===== config.mk =====
export PLATFORM = sky130hd
export DESIGN_NAME = fdtk_cell
export DESIGN_NICKNAME = d
export VERILOG_FILES = /design/src/hdl/fdtk_pkg.sv /design/src/hdl/fdtk_cell.sv
export SDC_FILE = /design/constraint.sdc
export NUM_CORES = 1
export LEC_CHECK = 0
export ABC_AREA = 1
export BUFFER_PORTS_ARGS = -buffer_cell sky130_fd_sc_hd__buf_2
export CORE_ASPECT_RATIO = 1.5
export CORE_MARGIN = 2
export CORE_UTILIZATION = 44
export DETAILED_ROUTE_END_ITERATION = 10
export GPL_TIMING_DRIVEN = 1
export PLACE_DENSITY = 0.82
export SLEW_MARGIN = 25
export SYNTH_ARGS = -nofsm -noshare
export SYNTH_HDL_FRONTEND = slang
export SYNTH_SLANG_ARGS = --single-unit

===== constraint.sdc =====
create_clock -name clk_i -period 3.6 [get_ports clk_i]
set_input_delay 0 -clock clk_i [delete_from_list [all_inputs] [get_ports clk_i]]
set_output_delay 0 -clock clk_i [all_outputs]
set_load 0.03 [all_outputs]

===== src/hdl/fdtk_pkg.sv =====
// shared types and constants for the factor dot-product top-k recommender
// used by fdtk_mac, fdtk_cell and factor_dot_top_k_recommender
package fdtk_pkg;

  localparam int SCORE_W = 32;
  localparam int ACC_W   = 56;
  localparam int FAC_W   = 16;
  localparam int RANK_W  = 6;
  localparam int CNT_W   = 7;
  localparam int ADDR_W  = 4;

  // register indexes on the apb port (paddr[3:2])
  typedef enum logic [1:0] {
    REG_SCORE_MIN = 2'd0,
    REG_SCORE_MAX = 2'd1,
    REG_SVD_MODE  = 2'd2,
    REG_TOP_COUNT = 2'd3
  } reg_idx_e;

  typedef enum logic [1:0] {
    ST_RUN,
    ST_DRAIN,
    ST_EMIT
  } ctrl_state_e;

  // scoring configuration handed to the mac pipeline
  typedef struct packed {
    logic [SCORE_W-1:0] score_min;
    logic [SCORE_W-1:0] score_max;
    logic               svd;
  } score_cfg_t;

  // insert request leaving the mac pipeline
  typedef struct packed {
    logic ins;
    logic last;
  } ins_req_t;

  // command broadcast to every list cell
  typedef struct packed {
    logic ins;
    logic shl;
    logic clr;
  } cell_cmd_t;

endpackage


===== src/hdl/fdtk_cell.sv =====
// one slot of the descending top list; inserts, shifts down on insert,
// shifts up toward slot 0 while the list is read out; depends on fdtk_pkg
module fdtk_cell import fdtk_pkg::*; #(
  parameter int ITEM_BITS = 16
) (
  input  logic                 clk_i,
  input  logic                 rst_ni,
  input  cell_cmd_t            cmd_i,
  input  logic [SCORE_W-1:0]   new_score_i,
  input  logic [ITEM_BITS-1:0] new_item_i,
  input  logic                 gt_prev_i,
  input  logic                 prev_present_i,
  input  logic [SCORE_W-1:0]   prev_score_i,
  input  logic [ITEM_BITS-1:0] prev_item_i,
  input  logic                 next_present_i,
  input  logic [SCORE_W-1:0]   next_score_i,
  input  logic [ITEM_BITS-1:0] next_item_i,
  output logic                 gt_o,
  output logic                 present_o,
  output logic [SCORE_W-1:0]   score_o,
  output logic [ITEM_BITS-1:0] item_o
);

  logic                 present_q, present_d;
  logic [SCORE_W-1:0]   score_q, score_d;
  logic [ITEM_BITS-1:0] item_q, item_d;
  logic                 take_new, take_prev;

  // new item beats this slot when the slot is empty or strictly lower
  assign gt_o      = !present_q || ($signed(new_score_i) > $signed(score_q));
  assign take_new  = cmd_i.ins && gt_o && !gt_prev_i;
  assign take_prev = cmd_i.ins && gt_prev_i;

  always_comb begin
    present_d = present_q;
    score_d   = score_q;
    item_d    = item_q;
    if (cmd_i.clr) begin
      present_d = 1'b0;
    end else if (cmd_i.shl) begin
      present_d = next_present_i;
      score_d   = next_score_i;
      item_d    = next_item_i;
    end else if (take_prev) begin
      present_d = prev_present_i;
      score_d   = prev_score_i;
      item_d    = prev_item_i;
    end else if (take_new) begin
      present_d = 1'b1;
      score_d   = new_score_i;
      item_d    = new_item_i;
    end
  end

  always_ff @(posedge clk_i or negedge rst_ni) begin
    if (!rst_ni) begin
      present_q <= 1'b0;
    end else begin
      present_q <= present_d;
    end
  end

  always_ff @(posedge clk_i) begin
    score_q <= score_d;
    item_q  <= item_d;
  end

  assign present_o = present_q;
  assign score_o   = score_q;
  assign item_o    = item_q;

endmodule


# == Word level (Yosys, flattened, before mapping) ==
# Cells that the tools add are included.
# classes
magnitude_cmp,1
muxes,10
n_bitwise,1
n_reduce_logical,9
# ops
op,n
2-to-1 mux 32 bit,3
2-to-1 mux 16 bit,3
greater-than comparator 32 bit,1
2-to-1 mux 1 bit,4
nonzero test 4 bit,1
logical AND 1 bit,3
nonzero test 3 bit,1
zero test 1 bit,2
AND reduction 2 bit,1
logical OR 1 bit,1
NOT 1 bit,1
# word_totals
elab_cells,24
input_bits,152
out_inout_bits,50
regBits,49

# == Longest topological paths before layout ==
# depth
word_depth,8
ltp_mapped,18
mapped_depth_nobuf,18

# == Worst setup path after synthesis ==
# Ideal clock, no wire load.
# synth_timing
path_kind,flip-flop to flip-flop
startpoint,"register score_q[31], in the netlist score_o[31]"
endpoint,"register item_q[0], in the netlist item_o[0] (enable)"
slack_ns,-0.039
required_ns,3.178
setup_ns,0.422
stages_incl_launch_ff,13
arrival_ns,3.216
path_cell_list,edfxtp_1 inv_1 ha_1 nand2_1 nor2_2 nand2_2 nor3b_2 nand2_1 nand3_1 nand3_2 nand2_2 nand2_2 a21oi_2
# synth_between
elab_chain_cells,6
# synth_lines
item,line,rtl
"start, declared",fdtk_cell.sv:25,"logic [SCORE_W-1:0] score_q, score_d;"
"start signal, assigned",fdtk_cell.sv:64,score_q <= score_d;
greater-than comparator 32 bit,fdtk_cell.sv:30,assign gt_o = !present_q || ($signed(new_score_i) > $signed(score_q));
logical OR 1 bit,fdtk_cell.sv:30,
named net gt_o,fdtk_cell.sv:18,"output logic gt_o,"
logical AND 1 bit (2 in series),fdtk_cell.sv:31,assign take_new = cmd_i.ins && gt_o && !gt_prev_i;
nonzero test 3 bit (no line),--,
AND reduction 2 bit (no line),--,
"end signal, assigned",fdtk_cell.sv:65,item_q <= item_d;
"end, declared",fdtk_cell.sv:26,"logic [ITEM_BITS-1:0] item_q, item_d;"
# The timed path passes the listed nets, and every way through them passes these cells.
# A chain may end at the register's enable or synchronous reset.

# == Final worst setup path ==
# layout_timing
startpoint,"register score_q[15], in the netlist score_o[15]"
endpoint,"register score_q[1], in the netlist score_o[1] (enable)"
# layout_between
elab_chain_cells,6
# layout_lines
item,line
greater-than comparator 32 bit,fdtk_cell.sv:30
logical OR 1 bit,fdtk_cell.sv:30
logical AND 1 bit (2 in series),fdtk_cell.sv:31
nonzero test 3 bit (no line),--
AND reduction 2 bit (no line),--
# Every way passes these cells.

==> reports/results.txt <==
unrepaired setup endpoints after global routing = no
routing usage on met2 = 43.27%
Critical Path Source = score_o[15]
# H-tree levels = 2
first-pass GRT wire length = 15.01 mm
met1 usage = 23.44%
Power Internal = 0.001137 W
ys async rst share = 2.041%
CP Capture Type = flip-flop
Ant. Diodes = 0
Post-synth EDFFs = 48
Post-synth top flop = edfxtp_1
Synth Instances = 421
initial antenna violation count = 0
Power Total = 0.001631 W
R2R Setup Slk = 0.96 ns
CTS Root Cell = clkbuf_16
Post-DP Area = 4439 um2
setup total negative slack = 0 ns
I/O Buffers = 201
die area = 8341 um2
clk_skew = 0.004239 ns
Rel. slew slack = 35.01%
max-slew violation count = 0
HP Class = input port to asynchronous set/reset pin
slowest stage cell on the critical path = buf_4
clock share of power = 28.8%
vias in the first global route = 3601
share of the clock period used by the worst path = 73.32%
worst slew pin tran = 0.9748 ns
Pleak = 2.396 nW
dpl ws = 0.9307 ns
Worst R2R Start = score_o[15]
drt wl/cell = 13.15 um
clock slew at reported path FFs = 0.06 ns
GR Util met3 = 4.364%
standard-cell rows = 39
vias per cell = 4.979
pin count of the biggest net entering global routing = 65
DRT iter0 DRCs = 140
initial core utilization = 44.57%
mean post-synth cell area = 7.956 um2
clk_lat worst skew = 0.29 ns
Chip Width = 75.24 um
Max Buffers Root-to-Sink = 2
Final ANT Viol Nets = 0
final setup fails = 0
post-synthesis sequential area ratio = 43.78%
Syn Std Cell Area = 3349 um2
setup slack after layout = 0.9604 ns
CTS resizes = 0
core area = 7515 um2
Max Cap Violations = 0
crit path cell chain = inv_1 > ha_1 > a21oi_1 > o21ai_0 > a21oi_1 > nand2_1 > nand2_1 > nand2_1 > nand2_1 > nand3_2 > nand2_2 > nand2_2 > a21oi_4 > buf_4
critical path type = flip-flop to flip-flop
Syn Nets = 605
first drt pass iteration count = 4
via count = 3580
Placer Congestion = 0.8852
area grow syn2layout = 37.80%
Top Usage Layer GRT = met2
Worst EP required = 3.52 ns
fin area = 4616 um2
CP arrival = 2.56 ns
Nets = 800
fmax = 378.8 MHz
pwr dens = 353.3 nW/um2
clock buffer count from CTS = 5
total track usage = 23.04%
fill count = 669
Final Hold Viols = 0
Logic pwr share = 28.2%
Worst Setup EP = score_o[1]
Critical Path Fanout Max = 48
Seq pwr share = 43.0%
# clock sinks = 49
status = completed
#FFs+latches synth = 49
Peak VDD IR = 286.6 uV
total grt overflow = 0
I/O pins = 202
crit path time final = 2.640 ns
number of synthesis warnings = 0
Worst setup SP type = flip-flop
TritonCTS clock tree = built
Final HPWL DP = 7.425 mm
fraction of layout cells with a size suffix above 1 = 35.66%
Sw Ratio = 30.26%
DRT Wirelength = 9.455 mm
Worst path max stage delay = 0.53 ns
Reg2Reg Depth = 14
Die H = 110.9 um
CP most frequent cell = nand2_1
R2R Path End = score_o[1]
Psw = 0.0004935 W
DRC violations left = 0
Hold WS = 0.007445 ns
post-synth cell types = 26
## metrics by stage
step,util [%],cells
after detailed placement,59.07,708
after global routing,61.42,719
final,61.42,719
after global placement,59.07,708
after floorplan,-,421
after CTS,61.42,719
## placed cells by master (no fill, tap or decap)
| cell | synthesis | layout |
|---|---|---|
| inv_1 | 43 | 43 |
| nor4_1 | 1 | 1 |
| nor3_1 | 1 | 1 |
| nand3_1 | 3 | 3 |
| dlygate4sd3_1 | 0 | 3 |
| o21ai_0 | 2 | 2 |
| nand3_2 | 1 | 1 |
| nand2_2 | 3 | 4 |
| edfxtp_1 | 48 | 48 |
| nand4_1 | 2 | 2 |
| nor2_1 | 59 | 59 |
| a31oi_1 | 48 | 48 |
| buf_2 | 1 | 201 |
| buf_4 | 0 | 4 |
| inv_2 | 1 | 1 |
| clkbuf_8 | 0 | 1 |
| nor2_2 | 1 | 1 |
| clkbuf_1 | 14 | 2 |
| or4_1 | 1 | 1 |
| ha_1 | 32 | 32 |
| o21a_1 | 2 | 2 |
| nor3b_2 | 1 | 1 |
| dfrtp_1 | 1 | 1 |
| clkbuf_16 | 0 | 5 |
| a21oi_4 | 0 | 1 |
| nand2_1 | 135 | 134 |
| a21oi_1 | 14 | 14 |
| a21o_1 | 1 | 1 |
## cell usage after synthesis, types with 2 or more instances
master,n,area share (%)
a21oi_1,14,2.1
a31oi_1,48,9.0
buf_1,4,0.45
clkbuf_1,14,1.6
edfxtp_1,48,43
ha_1,32,12
inv_1,43,4.8
nand2_1,135,15
nand2_2,3,0.56
nand3_1,3,0.45
nand4_1,2,0.37
nor2_1,59,6.6
o21a_1,2,0.45
o21ai_0,2,0.30
## area by class of cell
type                    instances  area, um2  share of cell area (%)
clock buffers                   8      146.4                   3.172
inverters                      44      165.2                   3.578
multi-input cells             308       1644                   35.62
flip-flops and latches         49       1466                   31.77
well taps                     102      127.6                   2.765
repair buffers                208       1066                   23.10
## per-layer routing
metal  vias up  routed length (um)
li1       1802                   -
met1      1609                3381
met2       142                5186
met3        27                 569
met4         0                 317
met5         -                   0
## power by group through the flow
stage                     combinational [W]  clock (W)  sequential [W]
final                              0.000459   0.000470        0.000702
after global routing               0.000513   0.000496        0.000706
after CTS                          0.000463   0.000476        0.000702
after detailed placement           0.000459          0        0.000714
after global placement             0.000445          0        0.000712
after floorplan                    0.000194          0        0.000798
## critical path: cells and delay by family (launching register included)
| family | cells | cell delay [ns] |
|---|---|---|
| DFF | 1 | 0.39 |
| AOI/OAI and AO/OA | 4 | 0.54 |
| and+or+nand+nor | 7 | 0.46 |
| adders and majority gates | 1 | 0.24 |
| buffers and inverters | 2 | 0.60 |
## how the worst min path moves through the flow
stage | startpoint | to | depth (start not counted)
floorplan | rst_ni | present_o | 0
finish | rst_ni | present_o | 2
CTS | rst_ni | present_o | 2
global placement | rst_ni | present_o | 1
detailed placement | rst_ni | present_o | 1
global route | rst_ni | present_o | 2
## sequential cells by signal (all words and copies together) (netlist names)
signal	cells
score_o	32
item_o	16
present_o	1
## cells by family after synthesis
logic type	Yosys count	synth area share (%)
fa+ha+maj	32	11.95
simple gates	208	24.54
buf+inv	64	7.433
flops	49	43.78
compound gates	68	12.29
## what timing repair did
item,in CTS,in global routing
hold buffers,3,0
endpoints found under the setup margin,0,0
hold endpoints to repair,2,0
setup buffers,0,0
No activity file was read; power rests on OpenSTA's default activity.
