===== src/hdl/fdtk_pkg.sv =====
// shared types and constants for the factor dot-product top-k recommender
// used by fdtk_mac, fdtk_cell and factor_dot_top_k_recommender
package fdtk_pkg;

  localparam int SCORE_W = 32;
  localparam int ACC_W   = 56;
  localparam int FAC_W   = 16;
  localparam int RANK_W  = 6;
  localparam int CNT_W   = 7;
  localparam int ADDR_W  = 4;

  // register indexes on the apb port (paddr[3:2])
  typedef enum logic [1:0] {
    REG_SCORE_MIN = 2'd0,
    REG_SCORE_MAX = 2'd1,
    REG_SVD_MODE  = 2'd2,
    REG_TOP_COUNT = 2'd3
  } reg_idx_e;

  typedef enum logic [1:0] {
    ST_RUN,
    ST_DRAIN,
    ST_EMIT
  } ctrl_state_e;

  // scoring configuration handed to the mac pipeline
  typedef struct packed {
    logic [SCORE_W-1:0] score_min;
    logic [SCORE_W-1:0] score_max;
    logic               svd;
  } score_cfg_t;

  // insert request leaving the mac pipeline
  typedef struct packed {
    logic ins;
    logic last;
  } ins_req_t;

  // command broadcast to every list cell
  typedef struct packed {
    logic ins;
    logic shl;
    logic clr;
  } cell_cmd_t;

endpackage


===== src/hdl/fdtk_mac.sv =====
// multiply-accumulate pipeline: factor product, weighting, accumulation, clamp
// depends on fdtk_pkg
module fdtk_mac import fdtk_pkg::*; #(
  parameter int ITEM_BITS = 16
) (
  input  logic                      clk_i,
  input  logic                      rst_ni,
  input  logic                      in_valid_i,
  input  logic [ITEM_BITS-1:0]      item_i,
  input  logic                      rated_i,
  input  logic signed [FAC_W-1:0]   user_f_i,
  input  logic signed [FAC_W-1:0]   item_f_i,
  input  logic [FAC_W-1:0]          weight_i,
  input  logic                      last_f_i,
  input  logic                      last_i_i,
  input  score_cfg_t                cfg_i,
  output ins_req_t                  ins_o,
  output logic [SCORE_W-1:0]        ins_score_o,
  output logic [ITEM_BITS-1:0]      ins_item_o
);

  // stage 1: factor product
  logic                       p1_v_q, p1_rated_q, p1_lf_q, p1_li_q;
  logic signed [2*FAC_W-1:0]  p1_prod_q;
  logic [FAC_W-1:0]           p1_w_q;
  logic [ITEM_BITS-1:0]       p1_item_q;

  // stage 2: weighted term
  logic                       p2_v_q, p2_rated_q, p2_lf_q, p2_li_q;
  logic [ACC_W-1:0]           p2_term_q;
  logic [ITEM_BITS-1:0]       p2_item_q;

  // stage 3: accumulated sum of a finished item
  logic                       p3_ins_q, p3_li_q;
  logic [ACC_W-1:0]           p3_sum_q;
  logic [ITEM_BITS-1:0]       p3_item_q;

  // stage 4: clamped score
  logic                       p4_ins_q, p4_li_q;
  logic [SCORE_W-1:0]         p4_score_q;
  logic [ITEM_BITS-1:0]       p4_item_q;

  logic [ACC_W-1:0]           acc_q, acc_d, sum;
  logic signed [48:0]         wprod;
  logic [ACC_W-1:0]           term_d;
  logic signed [39:0]         q_raw, q_hi, lo_x, hi_x;
  logic [SCORE_W-1:0]         score_d;

  // weighting: q8.8 weight in svd mode, else scale by 2^8
  always_comb begin
    wprod = p1_prod_q * $signed({1'b0, p1_w_q});
    if (cfg_i.svd) begin
      term_d = {{(ACC_W-49){wprod[48]}}, wprod};
    end else begin
      term_d = {{(ACC_W-40){p1_prod_q[2*FAC_W-1]}}, p1_prod_q, 8'd0};
    end
  end

  // accumulation, wraps modulo 2^56
  always_comb begin
    sum   = acc_q + p2_term_q;
    acc_d = acc_q;
    if (p2_v_q) begin
      acc_d = (p2_lf_q || p2_li_q) ? '0 : sum;
    end
  end

  // floor shift to q16.16, clamp high then low
  always_comb begin
    q_raw   = $signed(p3_sum_q[ACC_W-1:16]);
    hi_x    = $signed({{8{cfg_i.score_max[SCORE_W-1]}}, cfg_i.score_max});
    lo_x    = $signed({{8{cfg_i.score_min[SCORE_W-1]}}, cfg_i.score_min});
    q_hi    = (q_raw > hi_x) ? hi_x : q_raw;
    score_d = (q_hi < lo_x) ? cfg_i.score_min : q_hi[SCORE_W-1:0];
  end

  // control registers
  always_ff @(posedge clk_i or negedge rst_ni) begin
    if (!rst_ni) begin
      p1_v_q   <= 1'b0;
      p2_v_q   <= 1'b0;
      p3_ins_q <= 1'b0;
      p3_li_q  <= 1'b0;
      p4_ins_q <= 1'b0;
      p4_li_q  <= 1'b0;
      acc_q    <= '0;
    end else begin
      p1_v_q   <= in_valid_i;
      p2_v_q   <= p1_v_q;
      p3_ins_q <= p2_v_q && p2_lf_q && !p2_rated_q;
      p3_li_q  <= p2_v_q && p2_li_q;
      p4_ins_q <= p3_ins_q;
      p4_li_q  <= p3_li_q;
      acc_q    <= acc_d;
    end
  end

  // payload registers
  always_ff @(posedge clk_i) begin
    p1_prod_q  <= user_f_i * item_f_i;
    p1_w_q     <= weight_i;
    p1_item_q  <= item_i;
    p1_rated_q <= rated_i;
    p1_lf_q    <= last_f_i;
    p1_li_q    <= last_i_i;
    p2_term_q  <= term_d;
    p2_item_q  <= p1_item_q;
    p2_rated_q <= p1_rated_q;
    p2_lf_q    <= p1_lf_q;
    p2_li_q    <= p1_li_q;
    p3_sum_q   <= sum;
    p3_item_q  <= p2_item_q;
    p4_score_q <= score_d;
    p4_item_q  <= p3_item_q;
  end

  assign ins_o.ins   = p4_ins_q;
  assign ins_o.last  = p4_li_q;
  assign ins_score_o = p4_score_q;
  assign ins_item_o  = p4_item_q;

endmodule


===== config.mk =====
export PLATFORM = sky130hd
export DESIGN_NAME = fdtk_mac
export DESIGN_NICKNAME = d
export VERILOG_FILES = /design/src/hdl/fdtk_pkg.sv /design/src/hdl/fdtk_mac.sv
export SDC_FILE = /design/constraint.sdc
export NUM_CORES = 2
export LEC_CHECK = 0
export ABC_AREA = 1
export BUFFER_PORTS_ARGS = -buffer_cell sky130_fd_sc_hd__buf_2
export CORE_MARGIN = 2
export CORE_UTILIZATION = 59
export DETAILED_ROUTE_END_ITERATION = 8
export PLACE_DENSITY = 0.8
export SLEW_MARGIN = 20
export SYNTH_ARGS = -nofsm -noshare
export SYNTH_HDL_FRONTEND = slang
export SYNTH_SLANG_ARGS = --single-unit

===== constraint.sdc =====
create_clock -name clk_i -period 5.9 [get_ports clk_i]
set_input_delay 0.59 -clock clk_i [delete_from_list [all_inputs] [get_ports clk_i]]
set_output_delay 0.59 -clock clk_i [all_outputs]
set_load 0.005 [all_outputs]

# Yosys cells after proc, flatten, opt, wreduce, memory -nomap -nowiden
# Index checks and enable logic that the tools add are counted.
word_totals:
  register_bits: 324
  out_inout_bits: 50
  word_cells: 37
op_classes:
  add_sub_neg: 1
  multipliers: 2
  order_cmp: 2
  mux: 4
  reduce_logical: 5
op_table:
  columns: ["operator", "count"]
  rows:
  - ["$mux 56", 2]
  - ["$add 56x56->56", 1]
  - ["$mul 32x17->49", 1]
  - ["$gt 40x32->1", 1]
  - ["$lt 40x32->1", 1]
  - ["$mux 40", 1]
  - ["$mul 16x16->32", 1]
  - ["$mux 32", 1]
  - ["$logic_and 1x1->1", 3]
  - ["$logic_not 1->1", 1]
  - ["$logic_or 1x1->1", 1]

# Depth between registers and ports, before layout
logic_depth:
  depth_word: 4
  mapped_depth: 32

# Least setup slack after synthesis
# Ideal clock, no wire load.
synth_timing:
  kind: "register to register"
  start: "reg p1_prod_q[7]"
  end: "reg p2_term_q[42]"
  setup_ns: 0.122
  t_arrival_ns: 6.024
  required_ns: 5.778
  path_slack_ns: -0.245
  stages_incl_launch_ff: 29
  n_path_buf: 2
  synth_period_minus_slack_ns: 6.145
  cell_sequence: "dfxtp_1 > clkbuf_1 > clkbuf_1 > nand2_1 > fa_1 > inv_1 > fa_1 > inv_1 > fa_1 > inv_1 > fa_1 > fa_1 > inv_1 > fa_1 > inv_1 > ha_1 > a21oi_1 > inv_1 > a21oi_1 > o21ai_0 > a21o_1 > a21oi_1 > o21ai_0 > nand2_1 > nand2_1 > a31o_2 > or2_2 > nand3_1 > nand2_1"
synth_between:
  elab_chain_len: 2
synth_rtl:
  columns: ["element", "line_no", "text"]
  rows:
  - ["start, declared", "fdtk_mac.sv:24", "logic signed [2*FAC_W-1:0] p1_prod_q;"]
  - ["start signal, assigned", "fdtk_mac.sv:100", "p1_prod_q <= user_f_i * item_f_i;"]
  - ["$mul 32x17->49", "fdtk_mac.sv:51", "wprod = p1_prod_q * $signed({1'b0, p1_w_q});"]
  - ["$mux 56", "fdtk_mac.sv:52", "if (cfg_i.svd) begin"]
  - ["named net term_d[42]", "fdtk_mac.sv:45", "logic [ACC_W-1:0] term_d;"]
  - ["end signal, assigned", "fdtk_mac.sv:106", "p2_term_q <= term_d;"]
  - ["end, declared", "fdtk_mac.sv:30", "logic [ACC_W-1:0] p2_term_q;"]
# The timed path passes the listed nets, and every way through them passes these cells.
# A chain may end at the register's enable or synchronous reset.

# Worst setup path in the final report
layout_timing:
  start: "reg p1_w_q[2]"
  end: "reg p2_term_q[42]"
layout_between:
  elab_chain_len: 2
layout_rtl:
  columns: ["element", "line_no", "text"]
  rows:
  - ["start, declared", "fdtk_mac.sv:25", "logic [FAC_W-1:0] p1_w_q;"]
  - ["start signal, assigned", "fdtk_mac.sv:101", "p1_w_q <= weight_i;"]
  - ["$mul 32x17->49", "fdtk_mac.sv:51", null]
  - ["$mux 56", "fdtk_mac.sv:52", null]
  - ["named net term_d[42]", "fdtk_mac.sv:45", null]
# The timed path passes the listed nets, and every way through them passes these cells.

==> impl_metrics.tcl <==
set metrics [dict create \
    finalHoldViolCount 0 \
    die-area_um2 74100 \
    synth_top_cell_by_area "fa_1" \
    num_rows 98 \
    seq_area_frac_synth_pct 14.9 \
    dr_wl_met2_mm 57.5 \
    violations "negative setup slack" \
    max_slew_margin_pct 41.2 \
    max-cap-violations 0 \
    setup-violations-final 17 \
    grt_max_degree 63 \
    ys_ff_latch 301 \
    grt-ovfl-total 0 \
    avgRoutedWirePerCell_um 16.9 \
    via_count 36000 \
    finalWorstSetupSlack_ps -210 \
    synth_edf_count 0 \
    cts_tree "yes" \
    routed_wirelength_mm 115 \
    top_layer_used "met5" \
    ys_top_cells_by_area "fa_1 35%, inv_1 13%, dfxtp_1 11%" \
    gp_congestion 0.944 \
    die_w_um 272 \
    cp.buffers_inverters 8 \
    drc 0 \
    slowest_delay_ps 550 \
    cts-root-buf "clkbuf_16" \
    cpMaxStageDelayCell "fa_2" \
    area_delta_synth_final_pct 18.8 \
    met3WireLength_mm 8.68 \
    cts_hold_buf 0 \
    ys.flop_type "dfxtp_1" \
    ys_warn_count 0 \
    grt_pass1_wl_mm 185 \
    via_per_inst 5.28 \
    synthesis.nets 6579 \
    drv_slew 0 \
    cp.arrival_ps 6540 \
    worst_slew_pin_slew_ps 882 \
    clk_path_buf_depth 3 \
    avgSynthCellArea_um2 7.92 \
    seq_area_um2 6390 \
    crit_family "adder cells" \
    start_util_pct 59.5 \
    dp_hpwl_mm 92.1 \
    antenna_left 0 \
    clock_latency_ps 570 \
    clock.fmax_mhz 164 \
    grt_pass1_vias 38400 \
    grt_antenna_before_repair 4 \
    multiInputGateArea_um2 30700 \
    placed_cell_area_um2 47500 \
    fin_area_um2 50400 \
    crit_fanout 6 \
    synthArstFlopShare_pct 20.6 \
    period_needed_ps 6110 \
    dieHeight_um 272 \
    cpMostUsedCell "fa_1" \
    synth_cells 5359 \
    drtIter0Drc 2638 \
    cts_sinks 301 \
    worstPathRequired_ps 6330 \
    ioPinCount 185 \
    htree_levels 2 \
    rsz0062_at_grt "yes" \
    fill_cells 5186 \
    cts_buffers 36 \
    start_kind "flop" \
    drive_gt1_share_pct 17.2 \
    synth.top_cell.area_share_pct 35.5 \
    final_nets 7073 \
    io_buffers 184 \
    netlist_area_um2 42400 \
    finalCritPeriodShare_pct 104 \
    critPathKind "flop to flop" \
    status "complete, but fails checks" \
    dr.pass1.iters 5 \
    hold_class "input port to flop" \
    grtUsageTotal_pct 31.1 \
    clk_pin_slew_ps 80 \
    wl_met1_mm 43.1 \
    synth.distinct_cells 51 \
    worstSetupEndpointType "flop" \
    skew_ps 27.0 \
    coreArea_um2 71400 \
]
==> cells in the final DEF, fill, tap and decap left out, types with 62 or more instances in the layout <==
cell type,n
a21oi_1,168
buf_2,184
buf_4,409
dfrtp_1,62
dfxtp_1,214
fa_1,731
ha_1,302
inv_1,1474
nand2_1,1212
nand3_1,111
nor2_1,160
o21ai_0,152
==> registers in the layout (all words and copies together) (netlist names), 16 cells and up <==
| signal | cells |
|---|---|
| p1_item_q | 16 |
| p2_term_q | 49 |
| ins_item_o | 16 |
| ins_score_o | 32 |
| p1_prod_q | 32 |
| p2_item_q | 16 |
| p3_sum_q | 40 |
| p3_item_q | 16 |
| acc_q | 56 |
| p1_w_q | 16 |
==> Yosys cell counts (5+ instances only) <==
cell type / n
nand3_1: 118
a32o_1: 6
buf_4: 9
nand2_2: 5
dfxtp_1: 239
a21o_1: 10
o21ai_0: 177
nor4_1: 11
o21a_1: 15
o21bai_1: 7
nor2_1: 179
clkbuf_1: 192
or2_2: 27
nand4_1: 16
dfrtp_1: 62
xnor2_1: 53
nor3_1: 17
a22o_1: 12
a21boi_0: 8
nand2_1: 1245
o211ai_1: 6
inv_1: 1512
o21ai_1: 7
xor2_1: 57
ha_1: 333
o221ai_1: 5
fa_1: 752
a21oi_1: 196
a211oi_1: 5
a31oi_1: 39
==> repair_timing <==
item                       in CTS  in global routing
buffers inserted               20                 13
setup endpoints to repair      23                 34
cloned                          4                  1
resized for setup             172                176
pin swaps                      88                 69
==> layer usage <==
metal | global-route usage [%] | vias to the layer above
li1 | - | 16600
met1 | 37.8 | 17400
met2 | 55.0 | 1552
met3 | 4.32 | 434
met4 | 13.9 | 2
met5 | 0 | -
==> cell families after synthesis <==
family | share of synthesized area [%]
compound gates | 6.86
flops | 14.9
xor+xnor | 2.27
simple gates | 15.3
buf+inv | 15.4
fa+ha+maj | 45.3
==> worst register-to-register path: cells and delay by family (launching register included) <==
family / cells / cell delay (ps)
AND/OR/NAND/NOR: 7 / 770
buffers and inverters: 8 / 660
flip-flops: 1 / 380
adder cells (fa/ha/maj): 7 / 3220
AO/OA/AOI/OAI: 6 / 930
==> area by class of cell <==
class                   instances  share of cell area, %
repair buffers                664                   10.4
clock buffers                  48                   2.06
flip-flops and latches        301                   12.7
multi-input cells            3337                   60.9
diodes                          1                0.00496
well taps                     950                   2.36
clock inverters                16                  0.340
inverters                    1513                   11.3
==> stage by stage <==
stage          utilization (%)  TNS, ps  setup WS, ps  instances  hold slack, ps
4_1_cts                   69.5    -83.4         -36.2       6816            97.0
5_1_grt                   70.6    -4640          -355       6829             104
3_3_place_gp              66.6    -3450          -275       6728             309
2_1_floorplan                -    -41.5         -41.5       5359             294
3_5_place_dp              66.6    -6050          -382       6728             312
6_report                  70.6    -1540          -210       6830             123
==> final timing paths <==
check / start / cells past startpoint / to / slack (ps)
setup reg to reg: p1_w_q[2] / 28 / p2_term_q[42] / -210
hold reg to reg: p2_item_q[10] / 0 / p3_item_q[10] / 320
max in group asynchronous: rst_ni / 2 / acc_q[2] / 5070
hold / removal: item_i[14] / 1 / p1_item_q[14] / 120
setup / recovery: p1_w_q[2] / 28 / p2_term_q[42] / -210
min in group asynchronous: rst_ni / 2 / acc_q[55] / 200
Power is not shown: default switching activity piles up to over one toggle a cycle in this logic, so the estimate is an artifact.
